File: config.mk
export PLATFORM = sky130hd
export DESIGN_NAME = fdct_runs_flat
export DESIGN_NICKNAME = d
export VERILOG_FILES = /design/src/hw/rtl/fdct_pkg.sv /design/src/hw/rtl/fdct_if.sv /design/src/hw/rtl/fdct_runs.sv /design/src/flat_wrapper.sv
export VERILOG_INCLUDE_DIRS = /design/src /design/src/hw/rtl
export SDC_FILE = /design/constraint.sdc
export NUM_CORES = 1
export LEC_CHECK = 0
export BUFFER_PORTS_ARGS = -buffer_cell sky130_fd_sc_hd__clkbuf_2
export CAP_MARGIN = 5
export CORE_MARGIN = 5
export CORE_UTILIZATION = 30
export DETAILED_ROUTE_END_ITERATION = 10
export HOLD_SLACK_MARGIN = 0.03
export PLACE_DENSITY_LB_ADDON = 0.05
export SLEW_MARGIN = 20
export SYNTH_ARGS = -nofsm -noshare
export SYNTH_HDL_FRONTEND = slang
export SYNTH_SLANG_ARGS = --single-unit
File: constraint.sdc
create_clock -name i_clk -period 6 [get_ports i_clk]
set_input_delay 1.8 -clock i_clk [delete_from_list [all_inputs] [get_ports i_clk]]
set_output_delay 1.8 -clock i_clk [all_outputs]
set_load 0.02 [all_outputs]
File: src/hw/rtl/framebuffer_dirty_chunk_tracker_macros.svh
// assertion helpers shared by the tracker modules
// every module that uses them has i_clk and an active-low i_rst_n
`ifndef FRAMEBUFFER_DIRTY_CHUNK_TRACKER_MACROS_SVH
`define FRAMEBUFFER_DIRTY_CHUNK_TRACKER_MACROS_SVH

// same-cycle implication
`define FDCT_ASSERT_IMPL(label, ante, cons, msg) \
    label: assert property (@(posedge i_clk) disable iff (!i_rst_n) (ante) |-> (cons)) \
        else $error(msg);

// next-cycle implication
`define FDCT_ASSERT_NEXT(label, ante, cons, msg) \
    label: assert property (@(posedge i_clk) disable iff (!i_rst_n) (ante) |=> (cons)) \
        else $error(msg);

`endif

File: src/hw/rtl/fdct_pkg.sv
`timescale 1ns / 1ps

package fdct_pkg;

    localparam int DEF_WIDTH  = 128;
    localparam int DEF_HEIGHT = 64;

    // item and result field widths
    localparam int OP_W      = 2;
    localparam int POS_W     = 8;
    localparam int BROW_W    = 4;
    localparam int BITS_W    = 16;
    localparam int PAGE_W    = 3;
    localparam int COL_OUT_W = 7;
    localparam int BYTE_W    = 8;

    // widest column index for any supported width
    localparam int COL_MAX_W = 8;

    localparam int PIX_MSB  = 15;
    localparam int BMP_W    = 16;
    localparam int DCOL_W   = $clog2(BMP_W) + 1;

    localparam int MAX_RUNS = 64;
    localparam int NRUN_W   = $clog2(MAX_RUNS);

    localparam logic [BYTE_W-1:0] FILL_RESET = 8'h00;
    localparam logic [BYTE_W-1:0] FILL_CLEAR = 8'hFF;

    localparam logic [OP_W-1:0] OP_CLEAR  = 2'd0;
    localparam logic [OP_W-1:0] OP_DRAW   = 2'd1;
    localparam logic [OP_W-1:0] OP_UPDATE = 2'd2;

    typedef enum logic [2:0] {
        RUN_IDLE,
        RUN_BEGIN,
        RUN_COL,
        RUN_CLOSE,
        RUN_FLUSH
    } t_run_op;

    typedef struct packed {
        t_run_op                op;
        logic                   diff;
        logic [COL_MAX_W-1:0]   col;
        logic [PAGE_W-1:0]      page;
    } t_run_cmd;

endpackage

File: src/hw/rtl/fdct_if.sv


interface fdct_out_if;
    logic                               valid;
    logic                               ready;
    logic [fdct_pkg::PAGE_W-1:0]        chunk_page;
    logic [fdct_pkg::COL_OUT_W-1:0]     chunk_start;
    logic [fdct_pkg::COL_OUT_W-1:0]     chunk_end;
    logic                               has_chunk;
    logic                               last;

    modport source (
        output valid, chunk_page, chunk_start, chunk_end, has_chunk, last,
        input  ready
    );
    modport sink (
        input  valid, chunk_page, chunk_start, chunk_end, has_chunk, last,
        output ready
    );
endinterface

File: src/hw/rtl/fdct_runs.sv
`timescale 1ns / 1ps
`include "framebuffer_dirty_chunk_tracker_macros.svh"

module fdct_runs #(
    parameter int WIDTH = fdct_pkg::DEF_WIDTH
) (
    input  logic                i_clk,
    input  logic                i_rst_n,
    input  fdct_pkg::t_run_cmd  i_cmd,
    output logic                o_taken,
    fdct_out_if.source          o_out
);

    localparam int CW = $clog2(WIDTH);

    logic                           r_open, n_open;
    logic [CW-1:0]                  r_start, n_start;
    logic [CW-1:0]                  r_lastdiff, n_lastdiff;
    logic [fdct_pkg::NRUN_W-1:0]    r_nrun, n_nrun;
    logic                           r_pend_v, n_pend_v;
    logic [CW-1:0]                  r_pend_start, n_pend_start;
    logic [CW-1:0]                  r_pend_end, n_pend_end;
    logic [fdct_pkg::PAGE_W-1:0]    r_page, n_page;

    logic                           r_ov;
    logic [fdct_pkg::PAGE_W-1:0]    r_o_page;
    logic [fdct_pkg::COL_OUT_W-1:0] r_o_start;
    logic [fdct_pkg::COL_OUT_W-1:0] r_o_end;
    logic                           r_o_has;
    logic                           r_o_last;

    logic           can_push;
    logic           closing;
    logic [CW-1:0]  col;
    logic           push;
    logic           push_has;
    logic           push_last;
    logic [CW-1:0]  push_start;
    logic [CW-1:0]  push_end;

    assign col      = i_cmd.col[CW-1:0];
    assign can_push = !r_ov || o_out.ready;
    // a run only closes on a clean column while the run budget lasts
    assign closing  = !i_cmd.diff && r_open &&
                      (r_nrun < fdct_pkg::NRUN_W'(fdct_pkg::MAX_RUNS - 1));

    always_comb begin
        n_open       = r_open;
        n_start      = r_start;
        n_lastdiff   = r_lastdiff;
        n_nrun       = r_nrun;
        n_pend_v     = r_pend_v;
        n_pend_start = r_pend_start;
        n_pend_end   = r_pend_end;
        n_page       = r_page;
        o_taken      = 1'b0;
        push         = 1'b0;
        push_has     = 1'b1;
        push_last    = 1'b0;
        push_start   = r_pend_start;
        push_end     = r_pend_end;

        unique case (i_cmd.op)
            fdct_pkg::RUN_BEGIN: begin
                o_taken  = 1'b1;
                n_open   = 1'b0;
                n_nrun   = '0;
                n_pend_v = 1'b0;
                n_page   = i_cmd.page;
            end
            fdct_pkg::RUN_COL: begin
                o_taken = !(closing && r_pend_v) || can_push;
                if (o_taken) begin
                    if (closing) begin
                        // the held run is not the last one, so it goes out now
                        push         = r_pend_v;
                        n_pend_v     = 1'b1;
                        n_pend_start = r_start;
                        n_pend_end   = col - CW'(1);
                        n_nrun       = r_nrun + fdct_pkg::NRUN_W'(1);
                        n_open       = 1'b0;
                    end
                    if (i_cmd.diff) begin
                        n_lastdiff = col;
                        if (!r_open) begin
                            n_open  = 1'b1;
                            n_start = col;
                        end
                    end
                end
            end
            fdct_pkg::RUN_CLOSE: begin
                o_taken = !(r_open && r_pend_v) || can_push;
                if (o_taken && r_open) begin
                    push         = r_pend_v;
                    n_pend_v     = 1'b1;
                    n_pend_start = r_start;
                    n_pend_end   = r_lastdiff;
                    n_open       = 1'b0;
                end
            end
            fdct_pkg::RUN_FLUSH: begin
                o_taken = can_push;
                if (o_taken) begin
                    // no run held means an unchanged page
                    push       = 1'b1;
                    push_last  = 1'b1;
                    push_has   = r_pend_v;
                    push_start = r_pend_v ? r_pend_start : '0;
                    push_end   = r_pend_v ? r_pend_end : '0;
                    n_pend_v   = 1'b0;
                end
            end
            default: begin
                o_taken = 1'b0;
            end
        endcase
    end

    always_ff @(posedge i_clk) begin
        r_start      <= n_start;
        r_lastdiff   <= n_lastdiff;
        r_pend_start <= n_pend_start;
        r_pend_end   <= n_pend_end;
        r_page       <= n_page;
        if (push) begin
            r_o_page  <= r_page;
            r_o_start <= fdct_pkg::COL_OUT_W'(push_start);
            r_o_end   <= fdct_pkg::COL_OUT_W'(push_end);
            r_o_has   <= push_has;
            r_o_last  <= push_last;
        end
        if (!i_rst_n) begin
            r_open   <= 1'b0;
            r_nrun   <= '0;
            r_pend_v <= 1'b0;
            r_ov     <= 1'b0;
        end else begin
            r_open   <= n_open;
            r_nrun   <= n_nrun;
            r_pend_v <= n_pend_v;
            if (push) begin
                r_ov <= 1'b1;
            end else if (o_out.ready) begin
                r_ov <= 1'b0;
            end
        end
    end

    assign o_out.valid       = r_ov;
    assign o_out.chunk_page  = r_o_page;
    assign o_out.chunk_start = r_o_start;
    assign o_out.chunk_end   = r_o_end;
    assign o_out.has_chunk   = r_o_has;
    assign o_out.last        = r_o_last;

    `FDCT_ASSERT_IMPL(a_push_into_free, push, !r_ov || o_out.ready, "result register overrun")
    `FDCT_ASSERT_IMPL(a_empty_is_last, push && !push_has, push_last, "empty result not last")
    `FDCT_ASSERT_NEXT(a_stall_holds, (i_cmd.op == fdct_pkg::RUN_COL) && !o_taken, $stable(r_nrun) && $stable(r_pend_v), "run state moved during stall")
    `FDCT_ASSERT_NEXT(a_flush_empties, (i_cmd.op == fdct_pkg::RUN_FLUSH) && o_taken, !r_pend_v && !r_open, "run left after flush")

endmodule

File: src/flat_wrapper.sv
// flat-port wrapper written by rule: the top's interface ports become plain ports
module fdct_runs_flat 
#(
    parameter int WIDTH = fdct_pkg::DEF_WIDTH
)
  (i_clk, i_rst_n, i_cmd, o_taken, o_out_valid, o_out_chunk_page, o_out_chunk_start, o_out_chunk_end, o_out_has_chunk, o_out_last, o_out_ready);
  fdct_out_if o_out_i ();
  input  logic i_clk;
  input  logic i_rst_n;
  input  fdct_pkg::t_run_cmd i_cmd;
  output logic o_taken;
  output wire logic [$bits(o_out_i.valid)-1:0] o_out_valid;
  output wire logic [$bits(o_out_i.chunk_page)-1:0] o_out_chunk_page;
  output wire logic [$bits(o_out_i.chunk_start)-1:0] o_out_chunk_start;
  output wire logic [$bits(o_out_i.chunk_end)-1:0] o_out_chunk_end;
  output wire logic [$bits(o_out_i.has_chunk)-1:0] o_out_has_chunk;
  output wire logic [$bits(o_out_i.last)-1:0] o_out_last;
  input wire logic [$bits(o_out_i.ready)-1:0] o_out_ready;
  assign o_out_valid = o_out_i.valid;
  assign o_out_chunk_page = o_out_i.chunk_page;
  assign o_out_chunk_start = o_out_i.chunk_start;
  assign o_out_chunk_end = o_out_i.chunk_end;
  assign o_out_has_chunk = o_out_i.has_chunk;
  assign o_out_last = o_out_i.last;
  assign o_out_i.ready = o_out_ready;
  fdct_runs #(.WIDTH(WIDTH)) u_core (.i_clk(i_clk), .i_rst_n(i_rst_n), .i_cmd(i_cmd), .o_taken(o_taken), .o_out(o_out_i));
endmodule
==> results of run 1 <==
[power breakdown]
part           switching (uW)  internal (uW)
sequential               2.81            453
clock                     150            188
combinational            31.9           16.5
total                     185            658
[per-layer routing]
layer,track usage,routed length [um],up-vias
met5,0,0,-
met1,0.1307,2292,697
met4,0.04767,65,0
li1,-,-,760
met3,0.04170,237,6
met2,0.1356,1975,33
[worst min path at each step]
stage / endpoint / slack (ns) / cells past startpoint
floorplan: u_core.o_out.chunk_page[0] / 0.40 / 0
global placement: u_core.o_out.chunk_page[1] / 0.40 / 0
detailed placement: u_core.o_out.chunk_page[0] / 0.41 / 0
CTS: u_core.o_out.chunk_page[0] / 0.42 / 0
global route: u_core.r_pend_start[5] / 0.44 / 0
finish: u_core.o_out.chunk_page[0] / 0.42 / 0
[flip-flops by register name (all words and copies together) (netlist names)]
signal                    flops
u_core.o_out.chunk_end        7
u_core.o_out.chunk_page       3
u_core.o_out.chunk_start      7
u_core.o_out.has_chunk        1
u_core.o_out.last             1
u_core.o_out.valid            1
u_core.r_lastdiff             7
u_core.r_nrun                 6
u_core.r_open                 1
u_core.r_page                 3
u_core.r_pend_end             7
u_core.r_pend_start           7
u_core.r_pend_v               1
u_core.r_start                7
[placed cells by master, fill, tap and decap left out, drive strengths merged, types with 3 or more instances in the layout]
master / n
a21oi: 14
and3: 6
clkbuf: 47
clkinv: 4
dfxtp: 9
edfxtp: 50
inv: 7
nand2: 6
nand2b: 4
nand3: 5
nor2: 12
nor2b: 16
nor3: 3
nor4: 3
o21ai: 6
o31a: 3
xnor2: 3
[cell type report]
cell class / instances / area (um^2) / share of cell area
Sequential cell: 59 / 1682 / 0.5778
Tap cell: 105 / 131.4 / 0.04514
Timing Repair Buffer: 37 / 185.2 / 0.06363
Multi-Input combinational cell: 109 / 701.9 / 0.2412
Clock buffer: 10 / 127.6 / 0.04385
Inverter: 7 / 26.28 / 0.009028
Clock inverter: 6 / 56.30 / 0.01935
[Yosys cell counts, types with 2 or more instances]
library cell,n
nand3b_1,2
buf_4,2
nor4_1,3
edfxtp_1,50
xnor2_1,3
xor2_1,2
o211a_1,2
nand3_1,5
ha_1,2
and3_1,6
nor2_1,12
nor3_1,2
nand2_1,5
o21ai_0,6
buf_2,2
o31a_1,3
a31oi_1,2
nand2b_1,4
inv_1,7
a21oi_1,14
or3_1,2
dfxtp_1,9
nor2b_1,16
[stage by stage]
step | hold WS (ns) | std cells | instance area, um^2 | utilization
final | 0.4201 | 333 | 2910 | 0.3596
after global routing | 0.4404 | 333 | 2910 | 0.3596
after CTS | 0.4223 | 333 | 2907 | 0.3592
after detailed placement | 0.4056 | 317 | 2723 | 0.3364
after global placement | 0.4007 | 317 | 2723 | 0.3364
after floorplan | 0.4003 | 181 | 2442 | -
[cells by family (layout without fill, tap and decap cells)]
family          Yosys count  in the layout  synth area share
flops                    59             59            0.6885
fa+ha+maj                 2              2           0.01024
simple gates             64             64            0.1522
xor+xnor                  5              5           0.01793
compound gates           37             37           0.09991
mux                       1              1          0.004099
buf+inv                  13             60           0.02715
==> impl_results.md, run 1 <==
* Status: completed
* Critical path type: in -> out
* 1st-pass router iterations at 4
* Slowest CP cell: or3b_1
* # setup viols final at 0
* Hold path start: u_core.r_page[0]
* Clk root buf: clkbuf_8
* Global Route Usage Sum at 0.09783
* Vias in the first global route at 1524
* Final setup TNS at 0 ns
* Max Transition Viols Final at 0
* FF-to-FF path depth at 5
* DRT Wirelength at 4.571 mm
* RSZ-0062 raised after global routing: false
* Post-layout min period at 4.727 ns
* Number of port buffers at 37
* Cts repair resizes at 0
* Syn-to-layout area delta at 19.16%
* Cells after Synth at 181
* Setup WS pre-CTS at 1.265 ns
* CP Buf/Inv Count at 2
* Max-slew headroom at 0.3379
* Seq/Total Area, Yosys at 0.6885
* Row cnt at 33
* Critical Path RT at 4.20 ns
* Drt via density at 4.492
* Die height at 100.2 um
* Dpl hpwl at 3.282 mm
* Core Area at 0.008093 mm^2
* Number of synthesized register bits at 59
* Worst Max-Slew Pin Slew at 0.9932 ns
* Yosys warns at 0
* Worst EP arrival at 2.93 ns
* Max clock buf depth at 2
* # hold bufs at CTS at 0
* Die area at 0.01005 mm^2
* I/O pin count at 39
* Clk_skew at 0.009845 ns
* R2r setup slk at 3.55 ns
* TritonCTS Buffers at 9
* CTS H-tree lvls at 3
* Final count of hold timing violations at 0
* Mean Syn Cell Area at 13.49 um^2
* Fraction of final layout cells sized beyond drive strength 1 at 0.2500
* Final total power at 842.1 uW
* Worst setup path endpoint: o_taken
* Clock-pin slew on the worst setup and hold paths at 0.07 ns
* Syn nets at 201
* Pin count of the biggest net entering global routing at 20
* Via count at 1496
* Wire per inst at 13.73 um
* WP depth at 6
* Fillers at 835
* Clock Latency Late Sink at 0.33 ns
* Area leader, netlist: edfxtp_1
* Period utilisation layout at 0.7879
* R2R Path End: u_core.o_out.chunk_start[2]
* CP Capture Type: primary output
* Largest cells by area after synthesis: edfxtp_1 61%, dfxtp_1 7.4%, nor2b_1 4.1%
* Crit. Startpoint: i_cmd[12]
* Worst hold-check path type: reg -> reg
* Unique masters post-synth at 43
* CP Launch Type: primary input
* Worst path cell trace: clkbuf_2 -> or3b_1 -> a21oi_1 -> a21oi_1 -> nand2_1 -> clkbuf_2
* Drc violations at 0
* RR Startpoint: u_core.r_nrun[0]
* Max-cap violation count at 0
* Gp weighted congestion at 0.7725
* Synth top area share at 0.6148
* First-pass GRT wire length at 7.500 mm
* Max incr delay on CP at 0.49 ns
* Initial antenna violation count at 0
* Max Fclk at 211.5 MHz
* Leak pwr at 0.001065 uW
* Clk sinks at 59
* Initial DRC Count at 80
* Worst-path fanout max at 10
* Final nets at 243
* CTS tree: yes
* Die width at 100.2 um
* Synth async-reset ratio at 0
* Post-CTS Setup Inserts at 0
* Post-Syn Area at 0.002442 mm^2
* N_diodes at 0
* Most used DFF post-synth: edfxtp_1
* Setup ws final at 1.273 ns
* CP top delay family: simple AND/OR/NAND/NOR gates
* Worst vdd ir at 0.09542 mV
* Post-synth EDFFs at 50
* Final ANT Viol Nets at 0
* Pwr Density at 289.4 mW/mm^2
* Initial Utilization at 0.3018
* Total grt overflow at 0
(Power assumes the default switching activity.)
==> run 2: changes to the inputs <==
Settings changed: ABC_AREA set to 1.
Clock period 6 ns to 4.2 ns, I/O delays scaled along.
==> run 2 against run 1 <==
Clock power rose by 72%. Flip-flop and latch count did not move. Count of clock-buffer cells in the layout fell by 1. Die area rose by 1.1%. Combinational power rose by 69%. Core utilization rose by 1.1 points. Largest cell class unchanged. Largest power group unchanged.
==> impl_results.md, run 2 <==
* Dpl hpwl at 3.199 mm (-2.5%)
* Critical Path RT at 2.94 ns (-1.26 ns)
* Most used DFF post-synth: edfxtp_1
* TritonCTS Buffers at 9 (unchanged)
* CP Launch Type: primary input
* Period utilisation layout at 0.8218
* Fraction of final layout cells sized beyond drive strength 1 at 0.2571 (+0.007143)
* Clock-pin slew on the worst setup and hold paths at 0.07 ns (about the same)
* Logic gate share of total power at 0.062 (+0.005)
* Clk root buf: clkbuf_8
* # setup viols final at 0 (unchanged)
* CTS H-tree lvls at 3 (unchanged)
* Die height at 100.8 um (+0.53%)
* Row cnt at 33 (unchanged)
* Internal power at 1021 uW (+55%)
* Post-CTS Setup Inserts at 0 (unchanged)
* Unique masters post-synth at 25 (-42%)
* Number of port buffers at 37 (unchanged)
* Clock share of power at 0.439 (+0.038)
* Clk_skew at 0.005377 ns (-0.004467 ns)
* RSZ-0062 raised after global routing: false
* Yosys warns at 0 (unchanged)
* Net Sw Power at 304.4 uW (+65%)
* Final count of hold timing violations at 0 (unchanged)
* Die area at 0.01015 mm^2 (+1.1%)
* Max clock buf depth at 2 (unchanged)
* Worst vdd ir at 0.1719 mV (+80%)
* Worst Max-Slew Pin Slew at 0.9462 ns (-0.04695 ns)
* Syn-to-layout area delta at 22.08%
* Worst hold-check path type: reg -> reg
* Gp weighted congestion at 0.7612 (-1.5%)
* Largest cells by area after synthesis: edfxtp_1 61%, dfxtp_1 7.3%, nand2_1 5.6%
* Number of synthesized register bits at 59 (unchanged)
* Cts repair resizes at 0 (unchanged)
* Area leader, netlist: edfxtp_1
* Post-Syn Area at 0.002471 mm^2 (+1.2%)
* Synth async-reset ratio at 0 (unchanged)
* Part of the power in registers at 0.499 (-0.042)
* N_diodes at 0 (unchanged)
* Final setup TNS at 0 ns (unchanged)
* Max incr delay on CP at 0.20 ns (-0.29 ns)
* Leak pwr at 0.001242 uW (+17%)
* Initial DRC Count at 116 (+45%)
* Critical path type: in -> out
* Initial Utilization at 0.3038 (+0.002006)
* Die width at 100.8 um (+0.53%)
* Drt via density at 4.088 (-9.0%)
* Vias in the first global route at 1549 (+1.6%)
* Final nets at 295 (+21%)
* Drc violations at 0 (unchanged)
* Seq/Total Area, Yosys at 0.6805 (-0.008018)
* Commonest non-fill, non-tap cell in the layout: edfxtp_1
* Worst EP arrival at 2.19 ns (-0.74 ns)
* Most frequent CP cell: clkbuf_2
* Worst-path fanout max at 14 (+4)
* CTS tree: yes
* Clk sinks at 59 (unchanged)
* Max-cap violation count at 0 (unchanged)
* Wire per inst at 11.43 um (-17%)
* Status: completed
* Global Route Usage Sum at 0.09629 (-0.001544)
* Clock Latency Late Sink at 0.33 ns (about the same)
* Total grt overflow at 0 (unchanged)
* Pwr Density at 439.3 mW/mm^2 (+52%)
* Max Transition Viols Final at 0 (unchanged)
* Max Fclk at 289.7 MHz
* Commonest cells in the netlist: 50 x edfxtp_1, 37 x nand2_1, 34 x inv_1, 32 x nor2_1
* Max-slew headroom at 0.3674 (+0.02953)
* Count leader, synth: edfxtp_1
* Post-synth EDFFs at 50 (unchanged)
* Via count at 1574 (+5.2%)
* Synth top area share at 0.6076 (-0.007159)
* Syn nets at 246 (+22%)
* DRT Wirelength at 4.402 mm (-3.7%)
* Switching fraction of total power at 0.2297 (+0.01056)
* Final total power at 1325 uW (+57%)
* Pin count of the biggest net entering global routing at 21 (+5.0%)
* 1st-pass router iterations at 4 (unchanged)
* Worst path cell trace: clkbuf_2 -> inv_2 -> nand2_2 -> nor2_1 -> buf_4 -> o21ai_0 -> nand3_1 -> clkbuf_2
* Core Area at 0.008134 mm^2 (+0.51%)
* Commonest cells after routing, fill and taps aside: 50 x edfxtp_1, 37 x nand2_1, 37 x clkbuf_2
* Final ANT Viol Nets at 0 (unchanged)
* Initial antenna violation count at 0 (unchanged)
* Mean Syn Cell Area at 10.93 um^2 (-19%)
* I/O pin count at 39 (unchanged)
* Slowest CP cell: buf_4
* First-pass GRT wire length at 7.500 mm (unchanged)
* CP Capture Type: primary output
* Cells after Synth at 226 (+25%)
* Post-layout min period at 3.451 ns
* # hold bufs at CTS at 0 (unchanged)
run 2: cell types whose count changed in the layout (fill, tap and decap cells not counted), sizes merged, moves of 4 or more:
cell / previous run / this run
nand4: 1 / 5
inv: 7 / 40
nand2b: 4 / 0
a21oi: 14 / 9
and3: 6 / 0
nand3: 5 / 9
o21ai: 6 / 12
nor2: 12 / 38
nor2b: 16 / 0
nand2: 6 / 41
run 2: logic make-up after synthesis:
logic type               share of synthesized area
AO/OA/AOI/OAI                              0.05569
XOR/XNOR                                   0.01063
flip-flops                                  0.6805
AND/OR/NAND/NOR                             0.1802
buffers and inverters                      0.06278
adder cells (fa/ha/maj)                    0.01012
run 2: final timing paths:
path | startpoint | slack [ns] | depth (start not counted) | to
worst min register to register | u_core.r_start[4] | 0.42 | 0 | u_core.r_pend_start[4]
worst min-delay path | u_core.r_start[4] | 0.42 | 0 | u_core.r_pend_start[4]
worst max register to register | u_core.r_nrun[0] | 2.00 | 6 | u_core.o_out.chunk_start[1]
worst max-delay path | i_cmd[14] | 0.75 | 8 | o_taken
run 2: power groups by stage:
stage                     Combinational [uW]  Sequential [uW]  Clock, uW
final                                   81.9              662        581
after floorplan                         44.6              681          0
after CTS                               84.1              662        603
after detailed placement                83.9              675          0
after global routing                    93.8              664        624
after global placement                  83.9              675          0
run 2: per-stage QoR:
stage / instances / instance area, um^2 / utilization / hold slack [ns] / setup WS, ns
global placement: 369 / 2794 / 0.3435 / 0.4022 / 0.7398
CTS: 385 / 3017 / 0.3709 / 0.4188 / 0.7273
floorplan: 226 / 2471 / - / 0.4003 / 1.031
finish: 385 / 3017 / 0.3709 / 0.4189 / 0.7486
global route: 385 / 3017 / 0.3709 / 0.4307 / 0.5651
detailed placement: 369 / 2794 / 0.3435 / 0.4052 / 0.7283
run 2: layout make-up:
cell class,count,area (um^2)
Timing Repair Buffer,40,207.7
Inverter,37,138.9
Sequential cell,59,1682
Clock buffer,9,123.9
Multi-Input combinational cell,128,634.4
Clock inverter,7,98.84
Tap cell,105,131.4
Fill cell,831,5117
run 2: critical path, delay by kind of cell:
kind                   cells  cell delay, ns
AND/OR/NAND/NOR            3            0.29
buffers and inverters      4            0.54
AO/OA/AOI/OAI              1            0.10
run 2: layer usage:
layer,part of all wire,track usage,wire length [um]
met5,0,0,0
met4,0.010,0.04663,46
met3,0.059,0.03391,260
met2,0.41,0.1311,1822
met1,0.52,0.1348,2273
==> run 3: changes to the inputs <==
Clock period 4.2 ns to 3.2 ns, I/O delays scaled along.
==> run 3 against run 2 <==
Wire length up 0.66%. Hold slack worse by 0.0075 ns. Critical endpoint unchanged. Highest routed layer unchanged. Largest power group unchanged. Count of clock-buffer cells in the layout unchanged.
==> impl_results.md, run 3 (synthesis results as in run 2) <==
* Worst vdd ir at 0.1972 mV (+15%)
* Worst-path fanout max at 7 (-7)
* Commonest non-fill, non-tap cell in the layout: edfxtp_1
* N_diodes at 0 (unchanged)
* Initial antenna violation count at 0 (unchanged)
* Worst hold-check path type: reg -> reg
* Fillers at 821 (-1.2%)
* Clock Latency Late Sink at 0.33 ns (about the same)
* 1st-pass router iterations at 5 (+1)
* Max Fclk at 350.8 MHz
* Fraction of final layout cells sized beyond drive strength 1 at 0.2598 (+0.002644)
* Max-cap violation count at 0 (unchanged)
* # hold bufs at CTS at 0 (unchanged)
* Final ANT Viol Nets at 0 (unchanged)
* Cts repair resizes at 0 (unchanged)
* Drt via density at 4.073 (-0.39%)
* Drc violations at 0 (unchanged)
* Pin count of the biggest net entering global routing at 19 (-9.5%)
* Setup ws final at 0.3494 ns (-0.3992 ns)
* Max clock buf depth at 2 (unchanged)
* Clk sinks at 59 (unchanged)
* I/O pin count at 39 (unchanged)
* Commonest cells after routing, fill and taps aside: 50 x edfxtp_1, 37 x nand2_1, 37 x clkbuf_2
* CTS tree: yes
* Total area of sequential cells at 0.001682 mm^2 (unchanged)
* Dpl hpwl at 3.201 mm (about the same)
* CTS H-tree lvls at 3 (unchanged)
* Via count at 1572 (-0.13%)
* RSZ-0062 raised after global routing: false
* Pwr Density at 562.3 mW/mm^2 (+28%)
* R2r setup slk at 1.35 ns (-0.65 ns)
* Leak pwr at 0.001243 uW (about the same)
* Die width at 100.8 um (unchanged)
* First-pass GRT wire length at 7.458 mm (-0.56%)
* Syn-to-layout area delta at 21.97% (about the same)
* Gp weighted congestion at 0.7546 (-0.87%)
* Worst Max-Slew Pin Slew at 0.5541 ns (-0.3921 ns)
* TritonCTS Buffers at 9 (unchanged)
* Core Area at 0.008134 mm^2 (unchanged)
* Max Transition Viols Final at 0 (unchanged)
* Die area at 0.01015 mm^2 (unchanged)
* Multi-input logic area at 634.4 um^2 (unchanged)
* Global Route Usage Sum at 0.09802 (+0.001731)
* Final count of hold timing violations at 0 (unchanged)
* Period utilisation layout at 0.8908
* Final setup TNS at 0 ns (unchanged)
* Post-CTS Setup Inserts at 0 (unchanged)
* Final nets at 297 (+0.68%)
* Critical path type: in -> out
* CP Launch Type: primary input
* Die height at 100.8 um (unchanged)
* Clk root buf: clkbuf_8
* Clk_skew at 0.009452 ns (+0.004074 ns)
* Initial Utilization at 0.3038 (unchanged)
* Post-layout min period at 2.851 ns
* Total grt overflow at 0 (unchanged)
* Critical Path RT at 2.24 ns (-0.70 ns)
* Status: completed
* # setup viols final at 0 (unchanged)
* Number of port buffers at 37 (unchanged)
* Initial DRC Count at 72 (-38%)
* Max-slew headroom at 0.6293 (+0.2618)
* Worst EP arrival at 1.89 ns (-0.30 ns)
* CP Capture Type: primary output
* Row cnt at 33 (unchanged)
* Clock-pin slew on the worst setup and hold paths at 0.07 ns (about the same)
* DRT Wirelength at 4.431 mm (+0.66%)
* Wire per inst at 11.48 um (+0.40%)
* Setup WS pre-CTS at 0.3304 ns (-0.3980 ns)
* Vias in the first global route at 1535 (-0.90%)
==> run 3: cell types whose count changed in the layout (fill, tap and decap cells not counted), sizes merged <==
cell	delta
clkinv	+1
clkinvlp	+1
buf	+2
inv	-3
==> run 3: through the flow <==
stage	utilization	hold slack [ns]	area, um^2	instances	total power [uW]
finish	0.3706	0.4114	3014	386	1695
global placement	0.3453	0.4018	2809	371	997.1
floorplan	-	0.4003	2471	226	952.9
detailed placement	0.3453	0.4045	2809	371	997.5
global route	0.3706	0.4203	3014	386	1775
CTS	0.3706	0.4097	3014	386	1723
==> run 3: worst max-delay path: stages <==
cell and delay [ns]:
clkbuf_2 0.08, nor2_2 0.22, inv_1 0.18, o21ai_0 0.19
nand3_1 0.10, clkbuf_2 0.16
==> run 3: report_power, final <==
| part | internal, uW | switching, uW |
|---|---|---|
| sequential | 859 | 9.75 |
| combinational | 37.0 | 72.4 |
| clock | 428 | 288 |
| total | 1320 | 370 |
==> run 3: layout make-up <==
class                      instances  area share
timing repair buffer              42     0.07389
inverter                          37     0.04608
tap                              105     0.04359
sequential                        59      0.5579
multi-input combinational        128      0.2105
clock inverter                     6     0.02698
clock buffer                       9     0.04110
==> run 3: final timing paths <==
kind                      from                      to  cells past startpoint
max                o_out_ready                 o_taken                      6
max reg2reg   u_core.r_nrun[0]    u_core.r_pend_end[1]                      9
min          u_core.r_start[1]  u_core.r_pend_start[1]                      0
min reg2reg  u_core.r_start[1]  u_core.r_pend_start[1]                      0
==> run 3: metal layers <==
| layer | track usage | part of all wire | up-vias |
|---|---|---|---|
| li1 | - | - | 849 |
| met1 | 0.1402 | 0.51 | 687 |
| met2 | 0.1266 | 0.41 | 30 |
| met3 | 0.03599 | 0.059 | 6 |
| met4 | 0.05285 | 0.019 | 0 |
| met5 | 0 | 0 | - |
